$ cat config.mk
export PLATFORM = sky130hd
export DESIGN_NAME = integer_to_ascii_formatter_top_flat
export DESIGN_NICKNAME = d
export VERILOG_FILES = /design/src/hdl/i2a_pkg.sv /design/src/hdl/i2a_req_if.sv /design/src/hdl/i2a_chr_if.sv /design/src/hdl/i2a_cell.sv /design/src/hdl/i2a_digit_chain.sv /design/src/hdl/integer_to_ascii_formatter_top.sv /design/src/flat_wrapper.sv
export SDC_FILE = /design/constraint.sdc
export NUM_CORES = 1
export LEC_CHECK = 0
export ABC_AREA = 1
export BUFFER_PORTS_ARGS = -buffer_cell sky130_fd_sc_hd__buf_4
export CAP_MARGIN = 20
export CELL_PAD_IN_SITES_DETAIL_PLACEMENT = 1
export CELL_PAD_IN_SITES_GLOBAL_PLACEMENT = 1
export CORE_MARGIN = 4
export CORE_UTILIZATION = 46
export DETAILED_ROUTE_END_ITERATION = 8
export HOLD_SLACK_MARGIN = 0.08
export MAX_ROUTING_LAYER = met4
export PLACE_DENSITY_LB_ADDON = 0.1
export SLEW_MARGIN = 0
export SYNTH_ARGS = -nofsm -noshare
export SYNTH_HDL_FRONTEND = slang
export SYNTH_SLANG_ARGS = --single-unit
export TNS_END_PERCENT = 20
$ cat constraint.sdc
create_clock -name clk -period 4.12 [get_ports clk]
set_clock_uncertainty 0.1 [all_clocks]
set_input_delay 0.824 -clock clk [delete_from_list [all_inputs] [get_ports clk]]
set_output_delay 0.824 -clock clk [all_outputs]
set_load 0.02 [all_outputs]
$ cat src/hdl/i2a_pkg.sv
package i2a_pkg;

    // field widths
    localparam int VALUE_W     = 64;
    localparam int OPCODE_W    = 3;
    localparam int MINW_W      = 6;
    localparam int CHAR_W      = 8;
    localparam int DIGIT_W     = 4;

    // limits
    localparam int MAX_WIDTH    = 32;
    localparam int RESULT_LIMIT = 32;
    localparam int NCELL        = 20;  // decimal digits of a 64-bit value
    localparam int PTR_DIGITS   = 16;
    localparam int PTR_PREFIX   = 2;
    localparam int CONV_STEPS   = VALUE_W;

    // opcodes
    localparam logic [OPCODE_W-1:0] OP_SDEC    = 3'd0;
    localparam logic [OPCODE_W-1:0] OP_UDEC    = 3'd1;
    localparam logic [OPCODE_W-1:0] OP_HEXL    = 3'd2;
    localparam logic [OPCODE_W-1:0] OP_HEXU    = 3'd3;
    localparam logic [OPCODE_W-1:0] OP_POINTER = 3'd4;

    // characters
    localparam logic [CHAR_W-1:0] CH_ZERO  = 8'h30;
    localparam logic [CHAR_W-1:0] CH_MINUS = 8'h2d;
    localparam logic [CHAR_W-1:0] CH_SPACE = 8'h20;
    localparam logic [CHAR_W-1:0] CH_X     = 8'h78;

    localparam logic [CHAR_W-1:0] HEX_LOWER [16] = '{
        8'h30, 8'h31, 8'h32, 8'h33, 8'h34, 8'h35, 8'h36, 8'h37,
        8'h38, 8'h39, 8'h61, 8'h62, 8'h63, 8'h64, 8'h65, 8'h66
    };
    localparam logic [CHAR_W-1:0] HEX_UPPER [16] = '{
        8'h30, 8'h31, 8'h32, 8'h33, 8'h34, 8'h35, 8'h36, 8'h37,
        8'h38, 8'h39, 8'h41, 8'h42, 8'h43, 8'h44, 8'h45, 8'h46
    };

    // what every cell of the digit row does in a cycle
    typedef enum logic [1:0] {
        CM_HOLD   = 2'd0,
        CM_LOAD   = 2'd1,
        CM_DABBLE = 2'd2,
        CM_SHIFT  = 2'd3
    } cell_mode_t;

    typedef struct packed {
        cell_mode_t mode;
        logic       serial_in;  // next magnitude bit into the lowest cell
    } chain_ctrl_t;

    function automatic logic [CHAR_W-1:0] digit_char(input logic [DIGIT_W-1:0] d,
                                                     input logic upper);
        digit_char = upper ? HEX_UPPER[d] : HEX_LOWER[d];
    endfunction

endpackage

$ cat src/hdl/i2a_req_if.sv
interface i2a_req_if;
    logic                           valid;
    logic                           ready;
    logic [i2a_pkg::OPCODE_W-1:0]   opcode;
    logic                           wide_arg;
    logic [i2a_pkg::VALUE_W-1:0]    value_bits;
    logic [i2a_pkg::MINW_W-1:0]     min_width;
    logic                           zero_pad;

    modport source (
        output valid, opcode, wide_arg, value_bits, min_width, zero_pad,
        input  ready
    );
    modport sink (
        input  valid, opcode, wide_arg, value_bits, min_width, zero_pad,
        output ready
    );
endinterface

$ cat src/hdl/i2a_chr_if.sv
interface i2a_chr_if;
    logic                         valid;
    logic                         ready;
    logic [i2a_pkg::CHAR_W-1:0]   out_char;
    logic                         last_char;

    modport source (
        output valid, out_char, last_char,
        input  ready
    );
    modport sink (
        input  valid, out_char, last_char,
        output ready
    );
endinterface

$ cat src/hdl/i2a_cell.sv
module i2a_cell (
    input  logic                          clk,
    input  i2a_pkg::chain_ctrl_t          ctrl,
    input  logic [i2a_pkg::DIGIT_W-1:0]   load_digit,
    input  logic [i2a_pkg::DIGIT_W-1:0]   lower_digit,
    input  logic                          lower_carry,
    output logic [i2a_pkg::DIGIT_W-1:0]   digit,
    output logic                          carry
);

    logic [i2a_pkg::DIGIT_W-1:0] digit_reg;
    logic [i2a_pkg::DIGIT_W-1:0] digit_next;
    logic [i2a_pkg::DIGIT_W-1:0] adj;

    // add-3 correction before the shift keeps the digit decimal
    assign adj   = (digit_reg >= 4'd5) ? digit_reg + 4'd3 : digit_reg;
    assign carry = adj[3];
    assign digit = digit_reg;

    always_comb
    begin
        case (ctrl.mode)
            i2a_pkg::CM_LOAD:   digit_next = load_digit;
            i2a_pkg::CM_DABBLE: digit_next = {adj[2:0], lower_carry};
            i2a_pkg::CM_SHIFT:  digit_next = lower_digit;
            default:            digit_next = digit_reg;
        endcase
    end

    always_ff @(posedge clk)
    begin
        digit_reg <= digit_next;
    end

endmodule

$ cat src/hdl/i2a_digit_chain.sv
module i2a_digit_chain (
    input  logic                          clk,
    input  i2a_pkg::chain_ctrl_t          ctrl,
    input  logic [i2a_pkg::DIGIT_W-1:0]   load_digits [i2a_pkg::NCELL],
    output logic [i2a_pkg::DIGIT_W-1:0]   top_digit
);

    logic [i2a_pkg::DIGIT_W-1:0] digits [i2a_pkg::NCELL];
    logic                        carries [i2a_pkg::NCELL];

    for (genvar g = 0; g < i2a_pkg::NCELL; g++)
    begin : g_cell
        if (g == 0)
        begin : g_low
            i2a_cell u_cell (
                .clk         (clk),
                .ctrl        (ctrl),
                .load_digit  (load_digits[g]),
                .lower_digit ('0),
                .lower_carry (ctrl.serial_in),
                .digit       (digits[g]),
                .carry       (carries[g])
            );
        end
        else
        begin : g_up
            i2a_cell u_cell (
                .clk         (clk),
                .ctrl        (ctrl),
                .load_digit  (load_digits[g]),
                .lower_digit (digits[g-1]),
                .lower_carry (carries[g-1]),
                .digit       (digits[g]),
                .carry       (carries[g])
            );
        end
    end

    // carry out of the top cell is never set: 64 bits fit in twenty digits
    assign top_digit = digits[i2a_pkg::NCELL-1];

endmodule

$ cat src/hdl/integer_to_ascii_formatter_top.sv
// Integer-to-ASCII formatter: one request beat in (value, opcode, long flag, minimum
// width, pad choice), then one output beat per character, most significant first,
// with last_char on the final one. Digits live in a row of twenty 4-bit cells. A
// decimal request runs the value through the row by shift-and-add-3, one bit per
// cycle; hex and pointer requests load the nibbles straight into the cells. The row
// then shifts up past at most 19 leading zeros, one cell per cycle, sets the pad and
// digit counts, and finally shifts out one digit per emitted character. A request
// gives at most 32 characters. Requests are taken only between conversions; an
// opcode above pointer is taken and gives no output. Width saturates at MAX_WIDTH
// and never above 32.
module integer_to_ascii_formatter_top #(
    parameter int MAX_WIDTH = i2a_pkg::MAX_WIDTH
) (
    input  logic      clk,
    input  logic      rst_n,
    i2a_req_if.sink   req,
    i2a_chr_if.source chr
);

    // effective width cap and the bits needed to hold it
    localparam int CAP     = (MAX_WIDTH < i2a_pkg::RESULT_LIMIT) ? MAX_WIDTH
                                                                 : i2a_pkg::RESULT_LIMIT;
    localparam int WIDTH_W = $clog2(CAP + 1);
    localparam int NORM_W  = $clog2(i2a_pkg::NCELL);
    localparam int DIG_W   = $clog2(i2a_pkg::NCELL + 1);
    localparam int CONV_W  = $clog2(i2a_pkg::CONV_STEPS);
    localparam int PAD_W   = (WIDTH_W > DIG_W) ? WIDTH_W : DIG_W;

    typedef enum logic [3:0] {
        S_IDLE = 4'b0001,
        S_CONV = 4'b0010,
        S_NORM = 4'b0100,
        S_EMIT = 4'b1000
    } state_t;

    // control state
    state_t                          state_reg, state_next;
    logic [CONV_W-1:0]               conv_cnt_reg, conv_cnt_next;
    logic [NORM_W-1:0]               norm_cnt_reg, norm_cnt_next;
    logic [1:0]                      prefix_cnt_reg, prefix_cnt_next;
    logic                            sign_reg, sign_next;
    logic [PAD_W-1:0]                pad_cnt_reg, pad_cnt_next;
    logic [DIG_W-1:0]                dig_cnt_reg, dig_cnt_next;
    logic                            out_valid_reg, out_valid_next;

    // payload
    logic [i2a_pkg::VALUE_W-1:0]     mag_reg, mag_next;
    logic [WIDTH_W-1:0]              width_reg, width_next;
    logic [i2a_pkg::CHAR_W-1:0]      pad_char_reg, pad_char_next;
    logic                            upper_reg, upper_next;
    logic [i2a_pkg::CHAR_W-1:0]      out_char_reg, out_char_next;
    logic                            out_last_reg, out_last_next;

    // request decode
    logic [i2a_pkg::VALUE_W-1:0]     sext, zext, mag_in;
    logic                            neg_in, hex_in, ptr_in;
    logic [WIDTH_W-1:0]              width_sat, width_in;

    i2a_pkg::chain_ctrl_t            chain_ctrl;
    logic [i2a_pkg::DIGIT_W-1:0]     load_digits [i2a_pkg::NCELL];
    logic [i2a_pkg::DIGIT_W-1:0]     top_digit;

    logic                            accept, emit_step;
    logic [DIG_W-1:0]                len;

    assign req.ready     = (state_reg == S_IDLE);
    assign accept        = req.valid && req.ready;
    // an output beat may be produced when the output register is free or draining
    assign emit_step     = (state_reg == S_EMIT) && (!out_valid_reg || chr.ready);

    assign chr.valid     = out_valid_reg;
    assign chr.out_char  = out_char_reg;
    assign chr.last_char = out_last_reg;

    // argument extension and magnitude
    always_comb
    begin
        sext   = req.wide_arg ? req.value_bits
                              : {{32{req.value_bits[31]}}, req.value_bits[31:0]};
        zext   = req.wide_arg ? req.value_bits : {32'd0, req.value_bits[31:0]};
        neg_in = 1'b0;
        case (req.opcode)
            i2a_pkg::OP_SDEC:
            begin
                neg_in = sext[i2a_pkg::VALUE_W-1];
                mag_in = neg_in ? (~sext + 64'd1) : sext;
            end
            i2a_pkg::OP_UDEC, i2a_pkg::OP_HEXL, i2a_pkg::OP_HEXU:
                mag_in = zext;
            default:
                mag_in = req.value_bits;
        endcase
        hex_in = req.opcode inside {i2a_pkg::OP_HEXL, i2a_pkg::OP_HEXU, i2a_pkg::OP_POINTER};
        ptr_in = (req.opcode == i2a_pkg::OP_POINTER);

        width_sat = (req.min_width > i2a_pkg::MINW_W'(CAP)) ? WIDTH_W'(CAP)
                                                            : WIDTH_W'(req.min_width);
        if (ptr_in)
            width_in = WIDTH_W'(i2a_pkg::PTR_DIGITS);
        else if (neg_in && (width_sat != '0))
            width_in = width_sat - 1'b1;  // the sign takes one column
        else
            width_in = width_sat;
    end

    // hex digits go straight into the low cells, decimal starts from all zeros
    for (genvar g = 0; g < i2a_pkg::NCELL; g++)
    begin : g_load
        if (g < i2a_pkg::PTR_DIGITS)
        begin : g_nib
            assign load_digits[g] = hex_in ? mag_in[g*i2a_pkg::DIGIT_W +: i2a_pkg::DIGIT_W]
                                           : '0;
        end
        else
        begin : g_zero
            assign load_digits[g] = '0;
        end
    end

    // significant digit count once leading zeros are shifted out
    assign len = DIG_W'(i2a_pkg::NCELL) - DIG_W'(norm_cnt_reg);

    always_comb
    begin
        state_next       = state_reg;
        conv_cnt_next    = conv_cnt_reg;
        norm_cnt_next    = norm_cnt_reg;
        prefix_cnt_next  = prefix_cnt_reg;
        sign_next        = sign_reg;
        pad_cnt_next     = pad_cnt_reg;
        dig_cnt_next     = dig_cnt_reg;
        mag_next         = mag_reg;
        width_next       = width_reg;
        pad_char_next    = pad_char_reg;
        upper_next       = upper_reg;
        out_char_next    = out_char_reg;
        out_last_next    = out_last_reg;
        out_valid_next   = chr.ready ? 1'b0 : out_valid_reg;
        chain_ctrl.mode      = i2a_pkg::CM_HOLD;
        chain_ctrl.serial_in = mag_reg[i2a_pkg::VALUE_W-1];

        case (state_reg)
            S_IDLE:
            begin
                if (accept && (req.opcode <= i2a_pkg::OP_POINTER))
                begin
                    chain_ctrl.mode = i2a_pkg::CM_LOAD;
                    mag_next        = mag_in;
                    width_next      = width_in;
                    pad_char_next   = (ptr_in || req.zero_pad) ? i2a_pkg::CH_ZERO
                                                               : i2a_pkg::CH_SPACE;
                    upper_next      = (req.opcode == i2a_pkg::OP_HEXU);
                    sign_next       = neg_in;
                    prefix_cnt_next = ptr_in ? 2'(i2a_pkg::PTR_PREFIX) : 2'd0;
                    conv_cnt_next   = '0;
                    norm_cnt_next   = '0;
                    state_next      = hex_in ? S_NORM : S_CONV;
                end
            end

            S_CONV:
            begin
                // one magnitude bit into the row per cycle
                chain_ctrl.mode = i2a_pkg::CM_DABBLE;
                mag_next        = {mag_reg[i2a_pkg::VALUE_W-2:0], 1'b0};
                conv_cnt_next   = conv_cnt_reg + 1'b1;
                if (conv_cnt_reg == CONV_W'(i2a_pkg::CONV_STEPS - 1))
                    state_next = S_NORM;
            end

            S_NORM:
            begin
                // skip leading zeros but always keep one digit
                if ((top_digit == '0) && (norm_cnt_reg != NORM_W'(i2a_pkg::NCELL - 1)))
                begin
                    chain_ctrl.mode = i2a_pkg::CM_SHIFT;
                    norm_cnt_next   = norm_cnt_reg + 1'b1;
                end
                else
                begin
                    dig_cnt_next = len;
                    pad_cnt_next = (PAD_W'(width_reg) > PAD_W'(len))
                                   ? PAD_W'(width_reg) - PAD_W'(len) : '0;
                    state_next   = S_EMIT;
                end
            end

            S_EMIT:
            begin
                if (emit_step)
                begin
                    out_valid_next = 1'b1;
                    out_last_next  = 1'b0;
                    if (prefix_cnt_reg != 2'd0)
                    begin
                        out_char_next   = (prefix_cnt_reg == 2'(i2a_pkg::PTR_PREFIX))
                                          ? i2a_pkg::CH_ZERO : i2a_pkg::CH_X;
                        prefix_cnt_next = prefix_cnt_reg - 1'b1;
                    end
                    else if (sign_reg)
                    begin
                        out_char_next = i2a_pkg::CH_MINUS;
                        sign_next     = 1'b0;
                    end
                    else if (pad_cnt_reg != '0)
                    begin
                        out_char_next = pad_char_reg;
                        pad_cnt_next  = pad_cnt_reg - 1'b1;
                    end
                    else
                    begin
                        // digits leave from the top cell, the row moves up behind it
                        out_char_next   = i2a_pkg::digit_char(top_digit, upper_reg);
                        chain_ctrl.mode = i2a_pkg::CM_SHIFT;
                        dig_cnt_next    = dig_cnt_reg - 1'b1;
                        if (dig_cnt_reg == DIG_W'(1))
                        begin
                            out_last_next = 1'b1;
                            state_next    = S_IDLE;
                        end
                    end
                end
            end

            default:
                state_next = S_IDLE;
        endcase
    end

    i2a_digit_chain u_chain (
        .clk         (clk),
        .ctrl        (chain_ctrl),
        .load_digits (load_digits),
        .top_digit   (top_digit)
    );

    always_ff @(posedge clk or negedge rst_n)
    begin
        if (!rst_n)
        begin
            state_reg      <= S_IDLE;
            conv_cnt_reg   <= '0;
            norm_cnt_reg   <= '0;
            prefix_cnt_reg <= '0;
            sign_reg       <= 1'b0;
            pad_cnt_reg    <= '0;
            dig_cnt_reg    <= '0;
            out_valid_reg  <= 1'b0;
        end
        else
        begin
            state_reg      <= state_next;
            conv_cnt_reg   <= conv_cnt_next;
            norm_cnt_reg   <= norm_cnt_next;
            prefix_cnt_reg <= prefix_cnt_next;
            sign_reg       <= sign_next;
            pad_cnt_reg    <= pad_cnt_next;
            dig_cnt_reg    <= dig_cnt_next;
            out_valid_reg  <= out_valid_next;
        end
    end

    always_ff @(posedge clk)
    begin
        mag_reg      <= mag_next;
        width_reg    <= width_next;
        pad_char_reg <= pad_char_next;
        upper_reg    <= upper_next;
        out_char_reg <= out_char_next;
        out_last_reg <= out_last_next;
    end

endmodule

$ cat src/flat_wrapper.sv
// flat-port wrapper written by rule: the top's interface ports become plain ports
module integer_to_ascii_formatter_top_flat 
#(
    parameter int MAX_WIDTH = i2a_pkg::MAX_WIDTH
)
  (clk, rst_n, req_valid, req_opcode, req_wide_arg, req_value_bits, req_min_width, req_zero_pad, req_ready, chr_valid, chr_out_char, chr_last_char, chr_ready);
  i2a_req_if req_i ();
  i2a_chr_if chr_i ();
  input  logic clk;
  input  logic rst_n;
  input wire logic [$bits(req_i.valid)-1:0] req_valid;
  input wire logic [$bits(req_i.opcode)-1:0] req_opcode;
  input wire logic [$bits(req_i.wide_arg)-1:0] req_wide_arg;
  input wire logic [$bits(req_i.value_bits)-1:0] req_value_bits;
  input wire logic [$bits(req_i.min_width)-1:0] req_min_width;
  input wire logic [$bits(req_i.zero_pad)-1:0] req_zero_pad;
  output wire logic [$bits(req_i.ready)-1:0] req_ready;
  output wire logic [$bits(chr_i.valid)-1:0] chr_valid;
  output wire logic [$bits(chr_i.out_char)-1:0] chr_out_char;
  output wire logic [$bits(chr_i.last_char)-1:0] chr_last_char;
  input wire logic [$bits(chr_i.ready)-1:0] chr_ready;
  assign req_i.valid = req_valid;
  assign req_i.opcode = req_opcode;
  assign req_i.wide_arg = req_wide_arg;
  assign req_i.value_bits = req_value_bits;
  assign req_i.min_width = req_min_width;
  assign req_i.zero_pad = req_zero_pad;
  assign req_ready = req_i.ready;
  assign chr_valid = chr_i.valid;
  assign chr_out_char = chr_i.out_char;
  assign chr_last_char = chr_i.last_char;
  assign chr_i.ready = chr_ready;
  integer_to_ascii_formatter_top #(.MAX_WIDTH(MAX_WIDTH)) u_core (.clk(clk), .rst_n(rst_n), .req(req_i), .chr(chr_i));
endmodule
==> metrics, run 1 <==
max incr delay on CP around 0.38 ns; starting density of the core 0.467; root buf cell clkbuf_16; Req. time, crit path approximately 4.3 ns; Worst Setup End Kind register; Buf/Inv on CP 2; RSZ-0062 raised after global routing no; status finished clean; setup_tns 0 ns; DRC viols 0; Syn Area/Cell between 7 and 8 sq um; Seq cells post-synth 190; minimum clock period 3.17 ns; crit path from req_wide_arg; Synth Net Count 2003; CTS tree yes; largest net degree at the start of global routing 60; number of clock sinks 190; Worst-path clk slew about 0.070 ns; crit path launch type input port; worst-case reg-to-reg path depth 12; reg2reg start u_core.norm_cnt_reg[0]$_DFFE_PN0P_; total grt overflow 0; end of the worst register-to-register path u_core.u_chain.g_cell[11].g_up.u_cell.digit[3]$_DFFE_PP_; cell count after synthesis 1863; Worst Hold Slack 0.204 ns; area delta synth->final 11.6%; Worst Setup EP u_core.u_chain.g_cell[15].g_up.u_cell.digit[3]$_DFFE_PP_; Core ar. slightly below 30000 sq um; largest fanout on the critical path 41; top cell type's share of synthesized area 0.347; slack of the worst reg-to-reg path roughly 1.1 ns; top cells by count, synth 595 x nand2_1, 205 x inv_1, 171 x nor2_1, 160 x edfxtp_1, 122 x o21ai_0; share of post-route cells with drive strength above 1 0.0955; Post-synth EDFFs 160; Die Ht 181 um; via count roughly 13k; vias in the first global route 13.2k; Post-CTS Resized 0; antenna cell count 0; PortBufs 88; Antenna Nets Post-Route 0; measured slew at the worst slew-check pin 0.708 ns; hold crit path type in2async; final setup fails 0; area leader, netlist edfxtp_1; CP cell instances buf_4 > inv_2 > nand2_4 > nand2_1 > nor2_1 > nand2_1 > nor2_2 > nand3_1 > nor3_1 > o21bai_1 > o21ai_1; most used cell, CP nand2_1; CP Depth 11; I/O Pins 90; Die Span X 181 um; first-iteration detailed-routing DRC count between 900 and 1k; sequential element share of the synthesized area 0.402; Synth cell types 52; Power per Cell Area between 500 and 600 nW/um^2; fillers 3777; routed len/inst 18.3 um; Via density 5.58; CTS Buf Count 17; Final Hold Viols 0; hpwl dp 31900 um; critical path arrival 3.33 ns; total routed wirelength about 43000 um; slew margin rel. 0.526; Synth Warn # 0; first drt pass iteration count 5; routability cong. 0.955; final max-slew violation count 0; Slowest cell on crit path nand2_4; CP delay by family, top simple AND/OR/NAND/NOR gates; max reg flops 76; first-pass GRT wire length 69300 um; initial antenna violation count 0; count leader, synth nand2_1; Post-Syn Area 13800 sq um; Max Freq 315 MHz; clk_lat worst skew roughly 0.44 ns; CTS max path bufs 2; maxcap violations 0; dominant cells by area after synthesis edfxtp_1 35%, nand2_1 16%, inv_1 5.6%, ha_1 5.4%, dfrtp_1 5.2%; Leak 6.92 nW; CTS H-Tree Depth 4; critical path class in2reg; Setup Buffers After CTS 0; maximum vdd drop between 0.3 and 0.4 mV; hold buffers post-CTS 0; period utilization 0.769; Post-synth top flop edfxtp_1; die area 32900 sq um; GRT Total Usage 0.265; FFs w/ async S/R, synth 0.158; row cnt between 60 and 70; nets@finish ~2.1k
## per-layer routing
metal  track usage  routed length, um
met1         0.377              20300
met2         0.413              19700
met3        0.0286               1970
met4        0.0582                632
met5             -                  0
## area by class of cell
| class | count | area, sq um | area share |
|---|---|---|---|
| Tap cell | 390 | 488 | 0.0316 |
| Clock inverter | 9 | 68.8 | 0.00446 |
| Clock buffer | 23 | 522 | 0.0338 |
| Multi-Input combinational cell | 1400 | 7190 | 0.465 |
| Timing Repair Buffer | 104 | 831 | 0.0538 |
| Inverter | 211 | 793 | 0.0514 |
| Sequential cell | 190 | 5560 | 0.360 |
## placed cells by master, fill, tap and decap left out, types with 20 or more instances in the layout
| master | synthesis | layout |
|---|---|---|
| ha_1 | 60 | 60 |
| dfrtp_1 | 29 | 29 |
| o21ai_0 | 122 | 122 |
| nand3_1 | 115 | 115 |
| nor2_1 | 171 | 171 |
| edfxtp_1 | 160 | 160 |
| inv_1 | 205 | 204 |
| xor2_1 | 53 | 53 |
| buf_4 | 4 | 100 |
| clkbuf_16 | 0 | 20 |
| a21oi_1 | 72 | 71 |
| nand2_1 | 595 | 593 |
## per-stage QoR
stage / std cells / area [sq um] / power [W] / setup slack, ns / utilization
after global routing: 2327 / 15400 / 0.00885 / 0.729 / 0.521
after floorplan: 1863 / 13800 / 0.00552 / 0.222 / -
after detailed placement: 2295 / 14900 / 0.00658 / 0.500 / 0.501
final: 2327 / 15400 / 0.00824 / 0.950 / 0.521
after global placement: 2295 / 14900 / 0.00638 / 0.596 / 0.501
after CTS: 2327 / 15400 / 0.00828 / 0.954 / 0.521
## cell families after synthesis
group	synth area share
flip-flops	0.402
AO/OA/AOI/OAI	0.135
XOR/XNOR	0.0437
adder cells (fa/ha/maj)	0.0557
other	0.000271
AND/OR/NAND/NOR	0.283
buffers and inverters	0.0803
## worst min-delay path by stage
| stage | startpoint | endpoint | slack [ns] | cells after the start |
|---|---|---|---|---|
| global placement | u_core.conv_cnt_reg[0]$_DFFE_PN0P_ | u_core.conv_cnt_reg[0]$_DFFE_PN0P_ | 0.39 | 1 |
| floorplan | u_core.pad_cnt_reg[5]$_DFFE_PN0P_ | u_core.pad_cnt_reg[5]$_DFFE_PN0P_ | 0.37 | 2 |
| detailed placement | u_core.pad_cnt_reg[5]$_DFFE_PN0P_ | u_core.pad_cnt_reg[5]$_DFFE_PN0P_ | 0.40 | 2 |
| finish | rst_n | u_core.pad_cnt_reg[1]$_DFFE_PN0P_ | 0.20 | 1 |
| CTS | rst_n | u_core.dig_cnt_reg[4]$_DFFE_PN0P_ | 0.20 | 1 |
| global route | rst_n | u_core.dig_cnt_reg[4]$_DFFE_PN0P_ | 0.22 | 1 |
## power breakdown
part           internal (W)  switching, W
registers           0.00296      0.000434
clock network      0.000907      0.000770
logic              0.000994       0.00218
total               0.00486       0.00339
No activity file was read; power rests on OpenSTA's default activity.
==> run 2: changes to the inputs <==
CORE_UTILIZATION = 41   (was 46)
clock period = 2.9 ns   (was 4.12 ns; I/O delays follow)
==> metrics, run 2 (same netlist as run 1, synthesis figures left out) <==
Worst-path clk slew 0.08 ns (about the same); critical path class reg2reg; final max-slew violation count 0 (unchanged); share of post-route cells with drive strength above 1 0.113 (+0.0171); die area 36700 sq um (+12%); vias in the first global route 13.2k (+0.023%); CTS Buf Count 17 (unchanged); number of clock sinks 190 (unchanged); Req. time, crit path 3.12 ns (-1.16 ns); via count 12.9k (-0.35%); DRC viols 0 (unchanged); maximum vdd drop 0.484 mV (+32%); nets@finish 2099 (+1.7%); Leak 7.13 nW (+3.1%); critical path arrival 2.89 ns (-0.44 ns); Die Span X 192 um (+5.7%); worst-case reg-to-reg path depth 12 (unchanged); commonest cells after routing, fill and taps aside 593 x nand2_1, 204 x inv_1, 171 x nor2_1, 160 x edfxtp_1, 126 x buf_4; first drt pass iteration count 6 (+1); CP delay by family, top buffers and inverters; CTS tree yes; Final Hold Viols 0 (unchanged); Buf/Inv on CP 4 (+2); Worst Hold Slack 0.207 ns (+0.00372 ns); row cnt 67 (+6.3%); largest net degree at the start of global routing 97 (+62%); most common cell after layout, fill and taps aside nand2_1; reg2reg start u_core.u_chain.g_cell[19].g_up.u_cell.digit[0]$_DFFE_PP_; hpwl dp 33400 um (+4.6%); root buf cell clkbuf_16; total routed wirelength 43600 um (+2.4%); Antenna Nets Post-Route 0 (unchanged); CTS max path bufs 2 (unchanged); Power per Cell Area 755 nW/um^2 (+41%); period utilization 0.921; Final WS setup 0.230 ns (-0.720 ns); routability cong. 0.928 (-2.8%); Die Ht 192 um (+5.7%); first-iteration detailed-routing DRC count 822 (-15%); max reg flops 76 (unchanged); maxcap violations 0 (unchanged); Slowest cell on crit path edfxtp_1; Setup WS pre-CTS 0.0117 ns (-0.488 ns); measured slew at the worst slew-check pin 0.603 ns (-0.104 ns); Worst Setup EP u_core.u_chain.g_cell[10].g_up.u_cell.digit[3]$_DFFE_PP_; CTS H-Tree Depth 4 (unchanged); largest fanout on the critical path 30 (-27%); CP cell instances inv_1 > ha_1 > nand3_1 > nor2_1 > inv_1 > nand2_2 > nor2_1 > nand2_2 > inv_2 > buf_12 > nand2_1 > nand2_1; I/O Pins 90 (unchanged); routed len/inst 18.0 um (-1.5%); PortBufs 88 (unchanged); clk_lat worst skew 0.45 ns (about the same); crit path launch type register; Worst Setup End Kind register; crit path from u_core.u_chain.g_cell[19].g_up.u_cell.digit[0]$_DFFE_PP_; Core ar. 33400 sq um (+13%); total grt overflow 0 (unchanged); RSZ-0062 raised after global routing no; area delta synth->final 15.1%; slew margin rel. 0.598 (+0.0714); max incr delay on CP 0.46 ns (+0.08 ns); CP Depth 12 (+1); Via density 5.35 (-4.2%); final setup fails 0 (unchanged); Max Freq 375 MHz; status finished clean; slack of the worst reg-to-reg path 0.23 ns (-0.84 ns); antenna cell count 0 (unchanged); GRT Total Usage 0.245 (-0.0199); minimum clock period 2.67 ns; fillers 4221 (+12%); initial antenna violation count 0 (unchanged); first-pass GRT wire length 70100 um (+1.2%); setup_tns 0 ns (unchanged); end of the worst register-to-register path u_core.u_chain.g_cell[10].g_up.u_cell.digit[3]$_DFFE_PP_; hold crit path type in2reg; starting density of the core 0.414 (-0.0532); total power draw 0.0120 W (+46%)
[run 2: worst min path at each step]
stage	endpoint	slack, ns	startpoint	depth (start not counted)
2_1_floorplan	u_core.chr.valid$_DFF_PN0_	0.18	rst_n	0
3_3_place_gp	u_core.conv_cnt_reg[0]$_DFFE_PN0P_	0.39	u_core.conv_cnt_reg[0]$_DFFE_PN0P_	1
3_5_place_dp	u_core.pad_cnt_reg[5]$_DFFE_PN0P_	0.39	u_core.pad_cnt_reg[5]$_DFFE_PN0P_	2
4_1_cts	u_core.chr.valid$_DFF_PN0_	0.19	chr_ready	2
5_1_grt	u_core.chr.valid$_DFF_PN0_	0.21	chr_ready	2
6_report	u_core.chr.valid$_DFF_PN0_	0.21	chr_ready	2
[run 2: stage by stage]
stage                util  instances  cell area, sq um
floorplan               -       1863             13800
global placement    0.457       2386             15300
detailed placement  0.457       2386             15300
CTS                 0.476       2419             15900
global route        0.476       2420             15900
finish              0.476       2420             15900
[run 2: where the power goes]
| group | total (W) | switching [W] | internal [W] | leakage (nW) |
|---|---|---|---|---|
| clock network | 0.00254 | 0.00122 | 0.00132 | 0.299 |
| registers | 0.00482 | 0.000623 | 0.00419 | 1.89 |
| logic | 0.00466 | 0.00310 | 0.00155 | 4.94 |
[run 2: timing repair]
item,CTS,global route
hold buffers,1,0
setup endpoints to repair,0,2
hold endpoints to repair,29,0
buffers inserted,0,1
gates resized for setup,0,1
[run 2: layer usage]
| metal | up-vias | global-route usage | part of all wire |
|---|---|---|---|
| li1 | 6364 | - | - |
| met1 | 6312 | 0.344 | 0.49 |
| met4 | 0 | 0.0425 | 0.0099 |
| met2 | 237 | 0.391 | 0.46 |
| met3 | 27 | 0.0271 | 0.037 |
| met5 | - | - | 0 |
[run 2: cell type report]
type	count	area (sq um)	area share
clock inverters	15	198	0.0124
multi-input cells	1400	7190	0.452
repair buffers	139	1200	0.0751
well taps	448	561	0.0352
inverters	211	793	0.0498
flip-flops and latches	190	5560	0.349
clock buffers	17	425	0.0267
